[src/hw/rtl/knn_ram.sv]
`timescale 1ns / 1ps
module knn_ram #(
   parameter int WIDTH = 32,
   parameter int DEPTH = 64
) (
   input  logic                                   clock,
   input  logic                                   we,
   input  logic [(DEPTH > 1 ? $clog2(DEPTH) : 1)-1:0] waddr,
   input  logic [WIDTH-1:0]                       wdata,
   input  logic [(DEPTH > 1 ? $clog2(DEPTH) : 1)-1:0] raddr,
   output logic [WIDTH-1:0]                       rdata
);

   logic [WIDTH-1:0] mem_ff [DEPTH];
   logic [WIDTH-1:0] rdata_ff;

   // one write port, one registered read port
   always_ff @(posedge clock) begin
      if (we) begin
         mem_ff[waddr] <= wdata;
      end
      rdata_ff <= mem_ff[raddr];
   end

   assign rdata = rdata_ff;

endmodule

[config.mk]
export PLATFORM = sky130hd
export DESIGN_NAME = knn_ram
export DESIGN_NICKNAME = d
export VERILOG_FILES = /design/src/hw/rtl/knn_ram.sv
export SDC_FILE = /design/constraint.sdc
export NUM_CORES = 2
export LEC_CHECK = 0
export BUFFER_PORTS_ARGS = -buffer_cell sky130_fd_sc_hd__buf_2
export CORE_MARGIN = 5
export CORE_UTILIZATION = 39
export DETAILED_ROUTE_END_ITERATION = 10
export PLACE_DENSITY_LB_ADDON = 0.1
export SLEW_MARGIN = 30
export SYNTH_ARGS = -nofsm -noshare
export SYNTH_HDL_FRONTEND = slang
export SYNTH_SLANG_ARGS = --single-unit
export TNS_END_PERCENT = 20
[constraint.sdc]
create_clock -name clock -period 3.32 [get_ports clock]
set_input_delay 0 -clock clock [delete_from_list [all_inputs] [get_ports clock]]
set_output_delay 0 -clock clock [all_outputs]
set_load 0.02 [all_outputs]
Yosys cells after proc, flatten, opt, wreduce, memory -nomap -nowiden
Memory sizes are Yosys's and may differ from the RTL's. A register that Yosys moved wholly into a read port is not among the register bits. Cells that the tools add are included.

Memory bits (writable): 2048. Output and inout bits: 32. Register bits: 0. Logic and storage cells: 3. Memories: 1. Bits of input ports: 46.

Mux-type cells: 2.

Memories: mem_ff (words 64, width 32, read ports 1, clocked after Yosys merged registers in 1, write ports 1, line 14) `logic [WIDTH-1:0] mem_ff [DEPTH];`.

Operators by type and width (number): $mux W1 (2).

Longest topological paths before layout
Depth after elaboration: 2. Mapped depth: 10. Mapped depth without buffers: 5.

Worst setup path before layout
Ideal clock, no wire load.

Kind: input -> register. Start: input waddr[3] in the netlist's numbering. End: memory mem_ff[48][0] (enable). Data required time: 2.859 ns. Arrival time: 2.699 ns. Path buffers: 1. Cell stages on the path: 4. Library setup time: 0.461 ns. Slack: 0.160 ns. Cell sequence: clkbuf_1 nor2b_1 nand4b_1 nor3_1.

RTL lines: start: declaration (line 8) `input logic [(DEPTH > 1 ? $clog2(DEPTH) : 1)-1:0] waddr,`; end: declaration (line 14).

Straight into the memory's write port.

==> impl_metrics.toml <==
[timing]
slew_viol_final = 0
worst_pin_slew_ns = 1.02
finalClockSkew_ns = 0.0398
slew_headroom = 0.318
fin_crit_sh = 0.795
setup_viol = 0
rsz0062_at_grt = "false"
hold_violations = 0
finalWorstSetupSlack_ns = 0.680
period_needed_ns = 2.64
fmax_ghz = 0.379
setup-tns-final_ns = 0

[floorplanning]
pin_count = 78
die_w_um = 459
dieArea_um2 = 210000
start_util = 0.392
die_h_um = 459
rows = 164
core_area_um2 = 200000

[setup_path]
critPathMaxStageDelay_ns = 0.60
path_max_fanout = 2
crit_buf_inv = 0
startpoint_type = "flop"
crit_arrival_ns = 3.31
cp_cell_sequence = "mux4_2, mux2i_1, nand3b_1, a31oi_1, nor2_1"
r2r_slack_ns = 0.68
crit_required_ns = 3.99
worstSetupPathType = "reg2reg"
worst_path_max_delay_cell = "a31oi_1"
cp-end-kind = "flop"
critPathTopFamily = "multiplexers"

[detailed_routing]
routed_wl_um = 221000
drc = 0
drt-wirelength-per-cell_um = 33.8
firstDrtPassIters = 6
antenna_left = 0
drt_iter0_markers = 3766
num_vias = 37400
via_per_inst = 5.71

[logic_synthesis]
synth.net_count = 3370
ys_seq_elements = 2080
ys_seq_area_frac = 0.791
synth_top_cell_area_share = 0.783
synth_cell_types = 34
syn_inst = 3324
ys.flop_type = "edfxtp_1"
syn_area_per_cell_um2 = 23.6
yosysWarnings = 0
synth_edf_count = 2048
synth_top_area_cell = "edfxtp_1"
yosysMostFrequentCell = "edfxtp_1"
synth_area_um2 = 78500
synth_async_sr_flop_share = 0
synth_top_cells_by_count = "edfxtp_1, mux4_2, nor2_1"
synth_area_leaders = "edfxtp_1, mux4_2, mux2i_1, dfxtp_1, o22ai_1"

[cts]
root_buffer = "clkbuf_16"
cts_max_level = 4
clkLatencyLatePin_ns = 0.85
clock_sinks = 2080
clk_pin_slew_ns = 0.07
numCtsBuffers = 214
cts_tree = "yes"
cts_buffer_depth = 3

[place]
pre_cts_slack_ns = 0.0580
postPlaceCellArea_um2 = 84200
place_congestion = 0.802
hpwl_um = 127000
placement.io_buffers = 77

[finish]
drive_gt1_frac = 0.314
final_cell_area_um2 = 91600
fin_util = 0.458
nNetsFinal = 3727
synthToLayoutAreaGrowth_pct = 16.7

[global_route]
grt_max_degree = 65
grt_first_pass_wirelength_um = 309000
grt_pass1_vias = 38500
grt_overflow_total = 0
grt_antenna_before_repair = 15
grt_usage = 0.210

[outcome]
status = "completed"

[power_and_ir_drop]
ir_worst_vdd_v = 0.000557
power.leakage_nw = 28.5
power_density_nw_per_um2 = 610

[flow_run]
max_cap_violations = 0

[hold_path]
holdCritPathClass = "in2reg"
placed cells by master, fill, tap and decap left out, types with 7 or more instances in the layout:
cell type / synthesis / layout
mux4_2: 544 / 544
clkbuf_1: 74 / 60
nand2b_1: 8 / 7
clkbuf_8: 0 / 14
a311oi_1: 8 / 8
edfxtp_1: 2048 / 2048
nand2_1: 26 / 26
o221ai_1: 27 / 27
clkinv_2: 0 / 38
buf_2: 57 / 50
a21oi_1: 62 / 62
clkinvlp_4: 0 / 11
bufinv_16: 0 / 19
o22ai_1: 84 / 83
dlygate4sd3_1: 0 / 40
nor2b_1: 15 / 15
buf_4: 25 / 172
mux2i_1: 93 / 93
nor2_1: 137 / 75
a22oi_1: 12 / 12
clkinv_1: 0 / 29
clkbuf_16: 0 / 216
diode_2: 0 / 19
nor2_4: 0 / 62
buf_12: 0 / 57
dfxtp_1: 32 / 32
through the flow:
stage | cells | power (mW) | hold slack [ns]
2_1_floorplan | 3324 | 31.2 | 0.0989
3_3_place_gp | 6081 | 32.6 | 0.354
3_5_place_dp | 6081 | 32.7 | 0.361
4_1_cts | 6525 | 56.5 | 0.00165
5_1_grt | 6528 | 57.7 | 0.0531
6_report | 6544 | 55.9 | 0.0809
final timing paths:
path,cells after the start,start,end
setup / recovery,5,mem_ff[52][18]$_DFFE_PP_,rdata[18]$_DFF_P_
hold / removal,4,waddr[4],mem_ff[62][30]$_DFFE_PP_
setup reg to reg,5,mem_ff[52][18]$_DFFE_PP_,rdata[18]$_DFF_P_
hold reg to reg,4,mem_ff[28][17]$_DFFE_PP_,rdata[17]$_DFF_P_
layer usage:
metal | global-route usage | part of all wire | vias to the layer above
met2 | 0.349 | 0.50 | 1348
met1 | 0.296 | 0.42 | 20700
met4 | 0.0533 | 0.025 | 2
met3 | 0.0301 | 0.056 | 278
li1 | - | - | 15100
met5 | 0 | 0.000059 | -
state kept, by name, summed over array words and instances, names as in the netlist:
register / flops
rdata: 32
mem_ff: 2048
timing repair:
action	CTS	global route
setup buffers	0	0
resized for setup	0	0
hold buffers	40	0
endpoints found under the setup margin	0	0
endpoints found under the hold margin	2059	0
kinds of logic after synthesis:
group	after synthesis	synth area share
DFF	2080	0.791
muxes	637	0.168
and+or+nand+nor	223	0.0127
AOI/OAI and AO/OA	202	0.0167
buffers and inverters	182	0.0113
power breakdown:
part           leakage [nW]  total (mW)  internal (mW)  switching, mW
logic                  6.41        2.88           1.09           1.80
clock network          3.41        23.8           13.8           10.0
registers              18.7        29.2           29.1          0.126
worst min-delay path: cells and delay by family:
family | cells | cell delay, ns
buffers and inverters | 2 | 0.42
and+or+nand+nor | 2 | 0.29
final cells by class:
cell class                 instances  area [um^2]
multi-input combinational       1062        16000
antenna                           19         47.5
tap                             2656         3320
sequential                      2080        62100
fill                           16400       108000
clock buffer                     290         5820
timing repair buffer             323         3140
clock inverter                   114         1200
Power figures use the tool's default switching activity.
