## config.mk

```make
export PLATFORM = sky130hd
export DESIGN_NAME = knn_div
export DESIGN_NICKNAME = d
export VERILOG_FILES = /design/src/hw/rtl/knn_div.sv
export SDC_FILE = /design/constraint.sdc
export NUM_CORES = 1
export LEC_CHECK = 0
export CAP_MARGIN = 20
export CORE_AREA = 2 2 161 163
export DETAILED_ROUTE_END_ITERATION = 6
export DIE_AREA = 0 0 163 165
export DONT_BUFFER_PORTS = 1
export PLACE_DENSITY = 0.51
export SYNTH_ARGS = -nofsm -noshare
export SYNTH_HDL_FRONTEND = slang
export SYNTH_SLANG_ARGS = --single-unit
```

## constraint.sdc

```tcl
create_clock -name clock -period 3.4 [get_ports clock]
set_input_delay 0.68 -clock clock [delete_from_list [all_inputs] [get_ports clock]]
set_output_delay 0.68 -clock clock [all_outputs]
set_load 0.02 [all_outputs]
```

## src/hw/rtl/knn_div.sv

```systemverilog
`timescale 1ns / 1ps
module knn_div #(
   parameter int N = 54,
   parameter int D = 37
) (
   input  logic         clock,
   input  logic         reset,
   input  logic         start,
   input  logic [N-1:0] dividend,
   input  logic [D-1:0] divisor,
   output logic         busy,
   output logic         done,
   output logic [N-1:0] quotient
);

   localparam int CW = $clog2(N + 1);

   logic [N-1:0]  dvd_ff, dvd_in;
   logic [D-1:0]  dvs_ff, dvs_in;
   logic [D-1:0]  rem_ff, rem_in;
   logic [CW-1:0] cnt_ff, cnt_in;
   logic          busy_ff, busy_in;
   logic          done_ff, done_in;
   logic [D:0]    shifted;
   logic [D:0]    diff;
   logic          ge;

   // restoring division, one quotient bit per cycle
   always_comb begin
      shifted = {rem_ff, dvd_ff[N-1]};
      diff    = shifted - {1'b0, dvs_ff};
      ge      = shifted >= {1'b0, dvs_ff};
      dvd_in  = dvd_ff;
      dvs_in  = dvs_ff;
      rem_in  = rem_ff;
      cnt_in  = cnt_ff;
      busy_in = busy_ff;
      done_in = 1'b0;
      if (start) begin
         dvd_in  = dividend;
         dvs_in  = divisor;
         rem_in  = '0;
         cnt_in  = CW'(N);
         busy_in = 1'b1;
      end else if (busy_ff) begin
         rem_in = ge ? diff[D-1:0] : shifted[D-1:0];
         dvd_in = {dvd_ff[N-2:0], ge};
         cnt_in = cnt_ff - CW'(1);
         if (cnt_ff == CW'(1)) begin
            busy_in = 1'b0;
            done_in = 1'b1;
         end
      end
   end

   always_ff @(posedge clock) begin
      if (reset) begin
         busy_ff <= 1'b0;
         done_ff <= 1'b0;
         cnt_ff  <= '0;
      end else begin
         busy_ff <= busy_in;
         done_ff <= done_in;
         cnt_ff  <= cnt_in;
      end
      dvd_ff <= dvd_in;
      dvs_ff <= dvs_in;
      rem_ff <= rem_in;
   end

   assign busy     = busy_ff;
   assign done     = done_ff;
   assign quotient = dvd_ff;

endmodule

```

* Word level (Yosys, flattened, before mapping) *
Index checks and enable logic that the tools add are counted.
W data, S select, Z words.

storage, ports and cells
  flip-flop bits (word level) = 136
  output and inout bits = 56

operators by class
  multiplexer cells = 9
  add/subtract/negate cells = 2
  magnitude comparators = 1
  reduce and logical (&&, ||, !) cells = 3
  equality and inequality tests = 1
  bitwise operators = 1

operators with widths
  operator               number
  $mux W54               2
  $ge A38 B37 Y1         1
  $mux W37               1
  $sub A37 B37 Y37       1
  $mux W6                2
  $eq A6 B1 Y1 const B   1
  $sub A6 B1 Y6 const B  1
  $mux W1                4
  $reduce_or A3 Y1       1
  $reduce_bool A2 Y1     1
  $reduce_or A2 Y1       1
  $not A1 Y1             1

* Logic depth before layout (Yosys ltp) *
  depth in word-level cells = 4
  mapped depth = 15
  depth with buffers taken out = 13

* Least setup slack after synthesis *
Ideal clock, no wire load.

  kind = reg-to-reg
  start = register dvd_ff[53], in the netlist quotient[53]
  end = register rem_ff[36]
  buffers on the path = 0
  data required time = 3.270 ns
  slack = 0.444 ns
  cell stages (with the launch flop) = 14
  arrival = 2.825 ns
  library setup time = 0.130 ns
  cell sequence = edfxtp_1 -> inv_1 -> ha_1 -> inv_1 -> fa_1 -> a211oi_1 -> nor3_1 -> o21ai_2 -> nand4_1 -> a31oi_1 -> o21ai_0 -> mux2_2 -> a311oi_1 -> o22ai_1

between the ends
  cells in the longest elaborated chain, start to end = 2

RTL lines
  what                                                RTL line  source
  from (decl)                                         18        logic [N-1:0] dvd_ff, dvd_in;
  from (signal assigned)                              66        dvd_ff <= dvd_in;
  $sub A37 B37 Y37 or $ge A38 B37 Y1 (tied branches)  31, 32
  $mux W37 (*)                                        46        rem_in = ge ? diff[D-1:0] : shifted[D-1:0];
  to (signal assigned)                                68        rem_ff <= rem_in;
  to (decl)                                           20        logic [D-1:0] rem_ff, rem_in;

Mark *: on every way between the ends. The rest lies on a longest branch, timed or not.
A chain may end at the register's enable or synchronous reset.

* Final worst setup path *
Same ends and word-level chain as after synthesis.

==> run summary <==
RSZ-0062 raised after global routing -> no
Sequential share of the synthesized area -> 0.486
Synth cell types -> 62
Post-DP Area -> 0.00788 mm²
Final Hold Slack -> 0.312 ns
Required @ worst endpoint -> 3.70 ns
Largest net degree at the start of global routing -> 141
Post-DP HPWL -> 12,500 µm
WS Path Type -> register to register
Worst Slack Setup Final -> 0.294 ns
Post-synthesis cell area -> 0.00748 mm²
Global-route wire length before repair -> 29,000 µm
Wire per inst -> 16.9 µm
Status -> complete, no violations
Final Non-Filler Cells -> 1,069
Yosys warnings -> 0
Total GRT Usage -> 0.139
PwrDens -> 563 mW/mm²
Synth Area per Inst -> 10.4 µm²
GRT overflow -> 0
Syn nets -> 853
DRC -> 0
Die Y -> 165 µm
Final Power -> 4.77 mW
Dpl cells -> 1,033
Core ar. -> 0.0250 mm²
Clock slew seen by the registers of the worst setup and hold paths -> 0.07 ns
Hold Path Cell Cnt -> 1
Clk root buf -> clkbuf_16
CP max FO -> 3
I/O Buffers -> 0
Initial DRC count -> 287
Area of the die -> 0.0269 mm²
Final Routed Wirelength -> 18,000 µm
Maxcap violations -> 0
Ports -> 150
Setup TNS -> 0 ns
Hold Path Class -> input port to register
Vias -> 5,343
Async set-reset flop share out of synthesis -> 0
Ys flop type -> edfxtp_1
Clock buffer depth -> 2
Final setup fails -> 0
Final Cell Area -> 0.00848 mm²
Post-synthesis register bit count -> 136
Final min period -> 3.11 ns
Post-place setup slack -> 0.250 ns
Critical Path AT -> 3.41 ns
Max Clk Rate -> 0.322 GHz
Synth top area share -> 0.365
Drt pass-1 iters -> 4
Number of synthesized flops with an enable pin -> 91
Clock skew after layout -> 0.0143 ns
Final worst-path cycle share -> 0.913
CTS tree -> yes
Row cnt -> 58
Startpoint class of the critical path -> register
Initial antenna violation count -> 5
Critical Path End Type -> register
Leakage power -> 3.22 nW
GPL Wtd Cong -> 0.829
Syn Inst Count -> 719
Final-report max-slew violation count -> 0
Worst vdd ir -> 293 µV
Final #Nets -> 856
Skew-Pair Late Insertion Delay -> 0.43 ns
Synth area leaders -> edfxtp_1 37%, dfxtp_1 12%, mux2_2 8.3%, ha_1 6.5%, nand2_1 3.8%
Vias in the first global route -> 5,392
Final Core Density -> 0.339
Hold Vio Cnt, Final -> 0
Post-CTS setup buffer count -> 0
Antenna Nets Post-Route -> 0
Largest area contributor in the synthesized netlist -> edfxtp_1
H-tree Lvls -> 4
R2r worst-path depth -> 13
Least-Margin Pin Slew -> 0.782 ns
Synth-to-layout area growth -> 13.3%
Max_slew headroom -> 0.472
Die X -> 163 µm
Vias per cell -> 5.00
Initial core utilization -> 0.299
Total clock sinks -> 136
Layout cell share with drive strength beyond 1 -> 0.163
Num CTS Buffers -> 17
-- area by class of cell --
class,instances,area [µm²]
fillers,2555,16600
flip-flops and latches,136,3630
multi-input cells,500,3520
clock buffers,17,425
well taps,330,413
inverters,49,184
clock inverters,15,154
repair buffers,18,135
diodes,4,10.0
-- cell families after synthesis --
kind of cell               after synthesis  synth area share
adders and majority gates               40            0.0679
buffers and inverters                   83            0.0443
xor gates and xnor gates                34            0.0398
AOI/OAI and AO/OA                      159             0.146
muxes                                   56            0.0841
and+or+nand+nor                        211             0.132
DFF                                    136             0.486
-- cell usage in the layout (no fill, tap or decap), types with 11 or more instances in the layout --
| master | n |
|---|---|
| ha_1 | 39 |
| a311oi_1 | 25 |
| nand2_1 | 75 |
| nor2_1 | 66 |
| buf_4 | 18 |
| xor2_1 | 12 |
| xnor2_1 | 22 |
| inv_1 | 48 |
| clkbuf_16 | 17 |
| nor3_1 | 11 |
| a21oi_1 | 43 |
| mux2_2 | 55 |
| o21ai_0 | 25 |
| dfxtp_1 | 44 |
| nand4_1 | 11 |
| edfxtp_1 | 91 |
-- worst max-delay path, cell delays in order (launching register included) --
cell and delay [ns]:
edfxtp_1 0.38, inv_1 0.07, ha_1 0.15, inv_1 0.05, fa_1 0.43, a211oi_2 0.28, nor3_1 0.10, o21ai_2 0.23
nand4_1 0.15, a31oi_1 0.33, o21ai_0 0.20, mux2_2 0.30, a311oi_1 0.20, o22ai_1 0.11
-- repair_timing --
item	4_1_cts	5_1_grt
setup endpoints to repair	0	4
resized for setup	0	1
hold buffers	0	0
-- synth_stat cells, types with 7 or more instances --
master,number
ha_1,39
nor3_1,11
nand4_1,11
nand2b_1,10
mux2_2,55
xnor2_1,22
a21oi_1,43
dfxtp_1,45
a311oi_1,25
clkbuf_1,20
a31oi_1,10
o21ai_0,25
nor2_1,66
inv_1,48
edfxtp_1,91
xor2_1,12
a21o_1,10
nand3_1,7
nand2_1,75
-- registers in the layout, indices dropped and copies added (netlist names) --
register,flops
busy,1
cnt_ff,6
done,1
dvs_ff,37
quotient,54
rem_ff,37
-- metal layers --
| metal | track usage | vias to the layer above | routed length, µm |
|---|---|---|---|
| li1 | - | 2635 | - |
| met1 | 0.178 | 2523 | 8310 |
| met2 | 0.212 | 171 | 8000 |
| met3 | 0.0583 | 12 | 1530 |
| met4 | 0.0406 | 2 | 166 |
| met5 | 0 | - | 13 |
-- worst paths after layout --
check,from,endpoint,slack (ns)
worst max-delay path,quotient[53],rem_ff[36],0.29
worst min-delay path,reset,cnt_ff[1],0.31
worst max register to register,quotient[53],rem_ff[36],0.29
worst min register to register,rem_ff[2],rem_ff[2],0.49
-- report_power, final --
part | internal [mW] | total (mW) | leakage, nW | switching, mW
Sequential | 1.94 | 2.12 | 1.28 | 0.185
Combinational | 0.343 | 0.784 | 1.66 | 0.441
Clock | 1.04 | 1.86 | 0.283 | 0.826
(Power assumes the default switching activity.)
