`src/hw/rtl/knn_pkg.sv`:
```
`timescale 1ns / 1ps
package knn_pkg;

   // field widths
   localparam int COORD_W = 16;
   localparam int SQ_W    = 33;   // one squared coordinate difference
   localparam int D2_W    = 34;   // squared distance
   localparam int WGT_W   = 33;   // floor(2^32 / d2)

   // request function codes
   localparam logic [1:0] FUNC_LOAD_KEY  = 2'd0;
   localparam logic [1:0] FUNC_LOAD_SLOT = 2'd1;
   localparam logic [1:0] FUNC_QUERY     = 2'd2;

   // response status codes
   localparam logic [1:0] STATUS_BLEND = 2'd0;
   localparam logic [1:0] STATUS_HIT   = 2'd1;
   localparam logic [1:0] STATUS_EMPTY = 2'd2;
   localparam logic [1:0] STATUS_BAD   = 2'd3;

   // register indexes
   localparam logic CSR_NEIGHBOR_COUNT = 1'b0;
   localparam logic CSR_SAMPLES_IN_USE = 1'b1;

   localparam logic [3:0] K_RESET = 4'd3;

   typedef logic signed [COORD_W-1:0] coord_type;

endpackage

```
`src/hw/rtl/knn_nearest.sv`:
```
`timescale 1ns / 1ps
module knn_nearest #(
   parameter int MAX_K = 8,
   parameter int IW    = 6
) (
   input  logic                                  clock,
   input  logic                                  reset,
   input  logic                                  clear,
   input  logic                                  insert,
   input  logic [IW-1:0]                         ins_idx,
   input  logic [knn_pkg::D2_W-1:0]              ins_d2,
   input  logic [$clog2(MAX_K + 1)-1:0]          k_eff,
   input  logic [(MAX_K > 1 ? $clog2(MAX_K) : 1)-1:0] rd_sel,
   output logic [IW-1:0]                         rd_idx,
   output logic [knn_pkg::D2_W-1:0]              rd_d2,
   output logic [$clog2(MAX_K + 1)-1:0]          used,
   output logic                                  head_zero
);

   localparam int KW = $clog2(MAX_K + 1);

   logic [IW-1:0]            idx_ff [MAX_K];
   logic [IW-1:0]            idx_in [MAX_K];
   logic [knn_pkg::D2_W-1:0] d2_ff  [MAX_K];
   logic [knn_pkg::D2_W-1:0] d2_in  [MAX_K];
   logic [KW-1:0]            used_ff, used_in;
   logic [MAX_K-1:0]         le;
   logic                     le_last;
   logic                     full;
   logic                     ins_ok;

   // sorted insertion: every cell compares against the new distance at once
   always_comb begin
      for (int j = 0; j < MAX_K; j++) begin
         le[j] = (KW'(j) < used_ff) && (d2_ff[j] <= ins_d2);
      end
      le_last = 1'b0;
      for (int j = 0; j < MAX_K; j++) begin
         if (KW'(j) == k_eff - KW'(1)) begin
            le_last = le[j];
         end
      end
      full    = used_ff >= k_eff;
      ins_ok  = insert && (!full || !le_last);
      used_in = used_ff;
      for (int j = 0; j < MAX_K; j++) begin
         idx_in[j] = idx_ff[j];
         d2_in[j]  = d2_ff[j];
      end
      if (clear) begin
         used_in = '0;
      end else if (ins_ok) begin
         if (!full) begin
            used_in = used_ff + KW'(1);
         end
         for (int j = 0; j < MAX_K; j++) begin
            if (!le[j]) begin
               if (j == 0) begin
                  idx_in[j] = ins_idx;
                  d2_in[j]  = ins_d2;
               end else if (le[j-1]) begin
                  idx_in[j] = ins_idx;
                  d2_in[j]  = ins_d2;
               end else begin
                  idx_in[j] = idx_ff[j-1];
                  d2_in[j]  = d2_ff[j-1];
               end
            end
         end
      end
   end

   always_ff @(posedge clock) begin
      if (reset) begin
         used_ff <= '0;
      end else begin
         used_ff <= used_in;
      end
      for (int j = 0; j < MAX_K; j++) begin
         idx_ff[j] <= idx_in[j];
         d2_ff[j]  <= d2_in[j];
      end
   end

   assign rd_idx    = idx_ff[rd_sel];
   assign rd_d2     = d2_ff[rd_sel];
   assign used      = used_ff;
   assign head_zero = d2_ff[0] == '0;

endmodule

```
`config.mk`:
```
export PLATFORM = sky130hd
export DESIGN_NAME = knn_nearest
export DESIGN_NICKNAME = d
export VERILOG_FILES = /design/src/hw/rtl/knn_pkg.sv /design/src/hw/rtl/knn_nearest.sv
export SDC_FILE = /design/constraint.sdc
export NUM_CORES = 1
export LEC_CHECK = 0
export BUFFER_PORTS_ARGS = -buffer_cell sky130_fd_sc_hd__buf_2
export CAP_MARGIN = 20
export CORE_ASPECT_RATIO = 0.5
export CORE_MARGIN = 5
export CORE_UTILIZATION = 63
export DETAILED_ROUTE_END_ITERATION = 10
export PLACE_DENSITY = 0.83
export SYNTH_ARGS = -nofsm -noshare
export SYNTH_HDL_FRONTEND = slang
export SYNTH_SLANG_ARGS = --single-unit
```
`constraint.sdc`:
```
create_clock -name clock -period 8.5 [get_ports clock]
set_clock_uncertainty 0.2 [all_clocks]
set_input_delay 0.85 -clock clock [delete_from_list [all_inputs] [get_ports clock]]
set_output_delay 0.85 -clock clock [all_outputs]
set_load 0.02 [all_outputs]
```
After elaboration in Yosys (flattened, before gate mapping):

Memory sizes are Yosys's and may differ from the RTL's.
Index checks and enable logic that the tools add are counted.

* register bits: 4
* bits in latches: 0
* RAM bits: 320
* bits in read-only memories: 0
* bits of input ports: 51
* output and inout bits: 45
* logic and storage cells: 92
* memories: 2

* add/sub/neg operators: 2
* $mul: 0
* divide/modulo/power cells: 0
* $lt $le $gt $ge: 17
* equality and inequality tests: 10
* shifts and indexed selects: 0
* mux-type cells: 42
* bitwise logic cells: 1
* reductions and logical operators: 17

Memory list
* d2_ff: depth 8, bits a word 34, read ports 9, clocked after Yosys merged registers in 0, write ports 8, RTL line knn_nearest.sv:24 `logic [knn_pkg::D2_W-1:0] d2_ff [MAX_K];`
* idx_ff: depth 8, bits a word 6, read ports 8, clocked after Yosys merged registers in 0, write ports 8, RTL line knn_nearest.sv:22 `logic [IW-1:0] idx_ff [MAX_K];`

Operator list (count)
* $mux 272: 2
* $mux 34: 15
* $le 34x34->1: 8
* $mux 48: 2
* $mux 6: 15
* $logic_not 34->1: 1
* $eq 3x4->1 const A: 4
* $lt 3x4->1 const A: 4
* $logic_and 1x1->1: 9
* $eq 2x4->1 const A: 2
* $lt 1x4->1 const A: 2
* $lt 2x4->1 const A: 2
* $mux 1: 8
* $add 4x1->4 const B: 1
* $eq 1x4->1 const A: 1
* $ge 4x4->1: 1
* $logic_not 4->1: 1
* $sub 4x1->4 const B: 1
* $ne 3x3->1 const B: 1
* $reduce_and 3->1: 1
* $logic_not 1->1: 2
* $ne 2x2->1 const B: 1
* $reduce_and 2->1: 1
* $reduce_or 2->1: 1
* 3 further kinds: 3

Logic depth before layout (Yosys ltp):

Gate-level depths: netlist of the first run.

* word-level depth: 15
* gate-level depth with buffers: 13

Worst setup path before layout of the first run:

OpenSTA, ideal clock, no wires.

* kind: input port to flip-flop
* from: input port ins_d2[29] in the netlist's numbering
* to: memory d2_ff[0][0] in the netlist's numbering (enable)
* arrival: 6399 ps
* required time: 7802 ps
* slack: 1403 ps
* stages on the path: 11
* path through: inv_1 -> ha_1 -> nand4_2 -> or4_4 -> or4_1 -> o22ai_1 -> nor2_1 -> o211a_4 -> nor4_4 -> o21bai_4 -> a211oi_1

RTL lines
* from (decl): RTL line knn_nearest.sv:11 `input logic [knn_pkg::D2_W-1:0] ins_d2,`
* to (decl): RTL line knn_nearest.sv:24

==> results of run 1 <==
-- final timing paths --
path                          start                      to  slack, ns  depth (start not counted)
max                      ins_d2[31]  d2_ff[0][11]$_DFFE_PP_       2.81                         13
min                           reset    used[3]$_SDFFE_PP0P_       0.29                          2
max reg2reg  d2_ff[0][32]$_DFFE_PP_  d2_ff[0][11]$_DFFE_PP_       2.99                         11
min reg2reg  idx_ff[0][4]$_DFFE_PP_  idx_ff[1][4]$_DFFE_PP_       0.36                          2
-- where the power goes --
group | total, W | internal (W) | switching [W]
Sequential | 0.00190 | 0.00184 | 0.0000635
Combinational | 0.000643 | 0.000255 | 0.000388
Clock | 0.00154 | 0.000908 | 0.000635
Total | 0.00409 | 0.00300 | 0.00109
-- layout make-up --
type / instances / area [sq um]
multi-input combinational: 1296 / 11700
fill: 2343 / 10200
sequential: 324 / 9690
clock buffer: 37 / 798
timing repair buffer: 122 / 714
tap: 475 / 594
clock inverter: 20 / 293
inverter: 70 / 263
antenna: 1 / 2.50
-- metrics by stage --
stage                     utilization [%]  setup WS (ns)  hold slack [ns]  power (W)  cells
after floorplan                         -           1.40            0.312    0.00232   1756
after global placement               66.9           2.29            0.333    0.00253   2285
after detailed placement             66.9           2.23            0.340    0.00255   2286
after CTS                            70.1           2.83            0.273    0.00407   2343
after global routing                 70.2           2.68            0.276    0.00422   2344
final                                70.2           2.81            0.288    0.00409   2345
-- placed cells by master (no fill, tap or decap), types with 23 or more instances in the layout --
cell / Yosys / final
buf_4: 0 / 26
nand4_1: 51 / 51
edfxtp_1: 320 / 320
ha_1: 278 / 278
nor2_1: 37 / 37
mux2_2: 204 / 204
clkbuf_16: 0 / 31
o21ai_0: 145 / 144
buf_2: 0 / 93
a21oi_1: 105 / 103
mux4_2: 80 / 80
nand3_1: 23 / 23
nand2_1: 182 / 182
inv_1: 68 / 68
-- worst max-delay path, cell delays in order --
cell and delay (ns):
buf_2 0.15, inv_1 0.22, ha_1 0.37, nand4_1 0.15, or4_4 0.62, or4_1 0.56, o22ai_1 0.21, nor2_1 0.12
o211a_4 0.30, nor4_4 0.25, o21bai_4 0.27, a211oi_4 1.00, buf_4 0.60
-- registers in the layout (all words and copies together), names as in the netlist --
register / cells
used: 4
idx_ff: 48
d2_ff: 272
-- layer usage --
metal | up-vias | part of all wire [%]
li1 | 7109 | -
met1 | 8077 | 39
met2 | 1223 | 45
met3 | 167 | 14
met4 | 2 | 3.0
met5 | - | 0.020
-- logic make-up after synthesis --
family                   share of synthesized area, %
flip-flops                                       44.5
adder cells (fa/ha/maj)                          16.0
XOR/XNOR                                        0.121
AO/OA/AOI/OAI                                    9.87
buffers and inverters                            2.38
AND/OR/NAND/NOR                                  8.06
multiplexers                                     19.1
==> results by group, run 1 <==
Drt
  • Average wire length per cell after detail routing: 27.9 um
  • DRC violations left: 0
  • Total length of routed wires: 65,500 um
  • Vias after detailed routing: 16,578
  • Detailed-route vias per instance: around 7
  • 1st-iter DRT viols: 2,414
  • Pre-Repair DR Iteration Count: 5
  • Number of nets with antenna violations after routing: 0

Clock network
  • Root buffer selected by CTS: clkbuf_16
  • Clock tree sinks: 324
  • Total setup buffers inserted after CTS: 0
  • Clk pin slew, worst setup/hold paths: 0.07 ns
  • Clock buffer count from CTS: 31
  • H-Tree Level Count: 1
  • Source-to-sink clock delay at the later pin of the worst-skew pair: around 0.59 ns
  • CTS tree: done
  • Resize count post-CTS: 0
  • Max Buffers Root-to-Sink: 3
  • Number of buffers inserted by hold repair at cts: 0

Timing
  • Setup TNS after final layout: 0 ns
  • # setup viols final: 0
  • Number of hold violations in the final report: 0
  • Ratio of final minimum period to clock period: 67.0%
  • Maximum clock frequency: 176 MHz
  • Slew Limit Fails: 0
  • RSZ-0062 raised after global routing: false
  • Relative slew slack: 27.1%
  • Worst slew pin tran: 1.09 ns
  • Final critical-path required period: roughly 5.7 ns

Die
  • Total Die Area: 38,600 sq um
  • I/O Pins: 96
  • Core area: 34,300 sq um
  • Std cell rows: 48
  • Die span in x: 273 um
  • Effective utilization at floorplan: 63.5%
  • Vert. Die Dim: between 100 and 150 um

Global route
  • Initial antenna violation count: 2
  • Busiest grt layer: met2
  • Aggregate global-route resource usage: between 30% and 40%
  • Grt total ovfl: 0
  • Wire length of the first global-routing pass: 99,300 um
  • Pin count of the biggest net entering global routing: 75
  • Routing usage on met3: 8.20%
  • GR met2 Demand/Resource: 52.9%
  • Number of global-route vias before repair: ~16,000
  • Met1 track demand over resource: 47.8%

Yosys
  • Most used DFF post-synth: edfxtp_1
  • Sequential area share after synthesis: roughly 44%
  • Cell types with the highest counts after synthesis: edfxtp_1, ha_1, mux2_2, nand2_1, o21ai_0
  • Syn_nets: 2,085
  • Number of synthesized flops with an enable pin: 320
  • Library cells used by synthesis: 61
  • Mapped Area: 21,800 sq um
  • Synth top area share: 44.1%
  • Most area-consuming cells after synthesis: edfxtp_1, ha_1, mux2_2, mux4_2, o21ai_0
  • Async S/R FF share, synth: 0%
  • Most common cell in the netlist: edfxtp_1
  • Number of cells produced by synthesis: approximately 1,800
  • Seq cells post-synth: between 300 and 400
  • Post-synthesis cell type with the largest combined area: edfxtp_1
  • Average cell area after synthesis: 12.4 sq um
  • Yosys warnings: 0

Setup path
  • Crit-path max FO: 27
  • Type of element launching the critical path: primary input
  • Category of the worst setup path capture point: flop
  • Data required time of the critical path: 8.52 ns
  • Arrival time reported for the critical path endpoint: roughly 5.7 ns
  • Critical path class: in -> reg

Place
  • Post-place instance area: 23,000 sq um
  • Port bufs: 95
  • HPWL Detailed: 46,000 um
  • Gpl congestion: 0.988

Outcome
  • Result of the run: complete, no violations

Job
  • Number of max-cap violations: 0

Pwr
  • Total power divided by cell area: 170 nW/um^2
  • Max rail drop VDD: 0.000148 V
  • Leakage power of the design: roughly 9.4 nW

Cells and area
  • Post-layout net count: 2,174
  • Finished layout cell area: around 24,000 sq um
  • Synthesis-to-layout area growth: 10.5%
  • Share of final-layout standard cells stronger than drive strength 1: about 26%

Min path
  • Type of the tightest min-delay check: in -> reg
Power figures use the tool's default switching activity.
==> inputs of run 2 (changes only) <==
--- a/config.mk
+++ b/config.mk
@@ -5,6 +5,7 @@
 export SDC_FILE = /design/constraint.sdc
 export NUM_CORES = 1
 export LEC_CHECK = 0
+export ABC_AREA = 1
 export BUFFER_PORTS_ARGS = -buffer_cell sky130_fd_sc_hd__buf_2
 export CAP_MARGIN = 20
 export CORE_ASPECT_RATIO = 0.5
==> constraint.sdc (replaced) <==
create_clock -name clock -period 5.9 [get_ports clock]
set_clock_uncertainty 0.2 [all_clocks]
set_input_delay 0.59 -clock clock [delete_from_list [all_inputs] [get_ports clock]]
set_output_delay 0.59 -clock clock [all_outputs]
set_load 0.02 [all_outputs]
==> results by group, run 2 <==
Setup path
  • Data required time of the critical path: 5.98 ns (was 8.52 ns)
  • Reg2reg path depth: 16 (was 11)
  • Type of element launching the critical path: primary input (unchanged)
  • Terminus of the critical flop-to-flop path: d2_ff[1][29]$_DFFE_PP_ (was d2_ff[0][11]$_DFFE_PP_)
  • Register-to-register setup slack: 1.58 ns (was 2.99 ns)
  • Crit-path max FO: 15 (was 27)
  • Launching point of the worst reg2reg path: d2_ff[4][21]$_DFFE_PP_ (was d2_ff[0][32]$_DFFE_PP_)
  • Arrival time reported for the critical path endpoint: 4.94 ns (was 5.72 ns)
  • Category of the worst setup path capture point: flop (unchanged)
  • Setup crit end: d2_ff[1][29]$_DFFE_PP_ (was d2_ff[0][11]$_DFFE_PP_)
  • Launch point of the worst path: ins_d2[23] (was ins_d2[31])
  • Critical path class: in -> reg (unchanged)

Global route
  • Aggregate global-route resource usage: 34.3% (was 33.6%)
  • Grt total ovfl: 0 (unchanged)
  • Initial antenna violation count: 3 (was 2)
  • Pin count of the biggest net entering global routing: 91 (was 75)
  • Wire length of the first global-routing pass: 105,000 um (was 99,300 um)
  • Number of global-route vias before repair: 18,785 (was 16,165)

Timing
  • RSZ-0062 raised after global routing: false (unchanged)
  • # setup viols final: 0 (unchanged)
  • Worst slew pin tran: 0.921 ns (was 1.09 ns)
  • Relative slew slack: 38.6% (was 27.1%)
  • Number of hold violations in the final report: 0 (unchanged)
  • Slew Limit Fails: 0 (unchanged)
  • Ratio of final minimum period to clock period: 82.4%
  • Setup TNS after final layout: 0 ns (unchanged)
  • Maximum clock frequency: 206 MHz
  • Final critical-path required period: 4.86 ns

Yosys
  • Most area-consuming cells after synthesis: edfxtp_1, ha_1, o21ai_0, nand2_1, nor2_1 (was edfxtp_1, ha_1, mux2_2, mux4_2, o21ai_0)
  • Mapped Area: 22,100 sq um (was 21,800 sq um)
  • Synth top area share: 43.5% (was 44.1%)
  • Cell types with the highest counts after synthesis: nand2_1, o21ai_0, nor2_1, edfxtp_1, ha_1 (was edfxtp_1, ha_1, mux2_2, nand2_1, o21ai_0)
  • Most used DFF post-synth: edfxtp_1 (unchanged)
  • Syn_nets: 2,921 (was 2,085)
  • Sequential area share after synthesis: 43.8% (was 44.5%)
  • Library cells used by synthesis: 39 (was 61)
  • Average cell area after synthesis: 8.53 sq um (was 12.4 sq um)
  • Number of cells produced by synthesis: 2,592 (was 1,756)
  • Post-synthesis cell type with the largest combined area: edfxtp_1 (unchanged)
  • Yosys warnings: 0 (unchanged)
  • Most common cell in the netlist: nand2_1 (was edfxtp_1)
  • Async S/R FF share, synth: 0% (unchanged)
  • Number of synthesized flops with an enable pin: 320 (unchanged)
  • Seq cells post-synth: 324 (unchanged)

Clock network
  • Source-to-sink clock delay at the later pin of the worst-skew pair: 0.59 ns (about the same)
  • CTS tree: done (unchanged)
  • Resize count post-CTS: 0 (unchanged)
  • Max Buffers Root-to-Sink: 3 (unchanged)
  • Clk pin slew, worst setup/hold paths: 0.07 ns (about the same)
  • H-Tree Level Count: 1 (unchanged)
  • Clock tree sinks: 324 (unchanged)
  • Clock buffer count from CTS: 30 (was 31)
  • Root buffer selected by CTS: clkbuf_16 (unchanged)

Outcome
  • Result of the run: complete, no violations (unchanged)

Die
  • Total Die Area: 39,200 sq um (was 38,600 sq um)
  • Vert. Die Dim: 142 um (about the same)
  • Effective utilization at floorplan: 64.0% (was 63.5%)
  • Std cell rows: 48 (unchanged)
  • Die span in x: 275 um (was 273 um)
  • Core area: 34,500 sq um (was 34,300 sq um)
  • I/O Pins: 96 (unchanged)

Pwr
  • Max rail drop VDD: 0.000241 V (was 0.000148 V)
  • Total power divided by cell area: 236 nW/um^2 (was 170 nW/um^2)
  • Leakage power of the design: 10.6 nW (was 9.43 nW)

Cells and area
  • Largest register by flop count: d2_ff (unchanged)
  • Share of the core filled with cells in the final layout: 70.4% (was 70.2%)
  • Share of final-layout standard cells stronger than drive strength 1: 7.42% (was 25.7%)
  • Post-layout net count: 2,987 (was 2,174)
  • Final std cells w/o fill: 3,159 (was 2,345)
  • Flip-flop count of the largest register, all copies and words added: 272 (unchanged)
  • Most common cell after layout, fill and taps aside: nand2_1 (was edfxtp_1)
  • Synthesis-to-layout area growth: 10.0% (was 10.5%)
  • Leading cell types in the layout, fill and taps excluded: nand2_1, o21ai_0, nor2_1 (was edfxtp_1, ha_1, mux2_2)

Drt
  • Pre-Repair DR Iteration Count: 6 (was 5)
  • Vias after detailed routing: 20,170 (was 16,578)
  • Detailed-route vias per instance: 6.38 (was 7.07)
  • Average wire length per cell after detail routing: 21.7 um (was 27.9 um)
  • Number of nets with antenna violations after routing: 0 (unchanged)
  • 1st-iter DRT viols: 3,081 (was 2,414)
  • Total length of routed wires: 68,600 um (was 65,500 um)
  • DRC violations left: 0 (unchanged)

Min path
  • Type of the tightest min-delay check: in -> reg (unchanged)

Place
  • Port bufs: 95 (unchanged)
  • HPWL Detailed: 46,900 um (was 46,000 um)
  • Number of placed instances, taps included: 3,074 (was 2,286)
  • Gpl congestion: 1.00 (was 0.988)

Job
  • Number of max-cap violations: 0 (unchanged)
==> run 2: worst min-delay path by stage <==
stage | from | to | slack, ns | depth (start not counted)
after floorplan | idx_ff[1][5]$_DFFE_PP_ | idx_ff[2][5]$_DFFE_PP_ | 0.32 | 2
after global placement | idx_ff[2][0]$_DFFE_PP_ | idx_ff[3][0]$_DFFE_PP_ | 0.33 | 2
after detailed placement | idx_ff[2][3]$_DFFE_PP_ | idx_ff[3][3]$_DFFE_PP_ | 0.34 | 2
after CTS | ins_d2[1] | d2_ff[0][1]$_DFFE_PP_ | 0.002 | 1
after global routing | ins_d2[1] | d2_ff[0][1]$_DFFE_PP_ | 0.005 | 1
final | ins_d2[1] | d2_ff[0][1]$_DFFE_PP_ | 0.01 | 1
==> run 2: kinds of logic (layout without fill, tap and decap cells) <==
logic type	Yosys count	count (layout)	share of synthesized area, %
AO/OA/AOI/OAI	719	719	17.2
other	0	3	0
adder cells (fa/ha/maj)	278	278	15.7
AND/OR/NAND/NOR	1006	1006	18.6
buffers and inverters	265	354	4.58
flip-flops	324	324	43.8
==> run 2: layout make-up <==
class,count,area [sq um]
clock inverter,17,145
clock buffer,38,802
timing repair buffer,151,1070
inverter,148,558
fill,2636,10200
sequential,324,9690
multi-input combinational,2003,11500
tap,475,594
antenna,3,7.51
==> run 2: metal layers <==
metal,GRT usage (%),wire length (um),up-vias
met2,53.3,29800,1323
met1,47.4,26600,9318
met5,0,9,-
met4,10.7,2490,2
li1,-,-,9315
met3,9.58,9720,212
==> run 2: worst max-delay path, stage by stage <==
cell and delay, ns:
dlygate4sd3_1 0.53, buf_2 0.13, inv_1 0.39, ha_1 0.27, nand2_1 0.06, nor2_1 0.22, nand4_1 0.34, nor3_1 0.42
o2111ai_1 0.18, nand3_1 0.13, nand2_1 0.10, nand2_2 0.10, nand2_1 0.05, nand2_1 0.08, nand3_2 0.07, nand2_2 0.08
nand2_4 0.24, nor2_4 0.64, buf_4 0.31
==> run 2: report_power, final <==
| part | total, W | internal, W | leakage, nW | switching (W) |
|---|---|---|---|---|
| combinational | 0.00102 | 0.000330 | 7.05 | 0.000687 |
| clock | 0.00197 | 0.00105 | 0.463 | 0.000920 |
| sequential | 0.00275 | 0.00266 | 3.04 | 0.0000890 |
==> run 2: through the flow <==
step	cell area, sq um	power, W	hold WS [ns]	worst slack, ns
finish	24300	0.00574	0.0122	1.04
global route	24300	0.00595	0.00461	0.828
CTS	24300	0.00570	0.00245	1.24
detailed placement	23100	0.00376	0.338	1.16
global placement	23100	0.00372	0.327	1.24
floorplan	22100	0.00340	0.319	1.29
==> run 2: what timing repair did <==
action | 4_1_cts | 5_1_grt
hold buffers | 27 | 0
endpoints found under the setup margin | 0 | 0
setup buffers | 0 | 0
hold endpoints to repair | 27 | 0
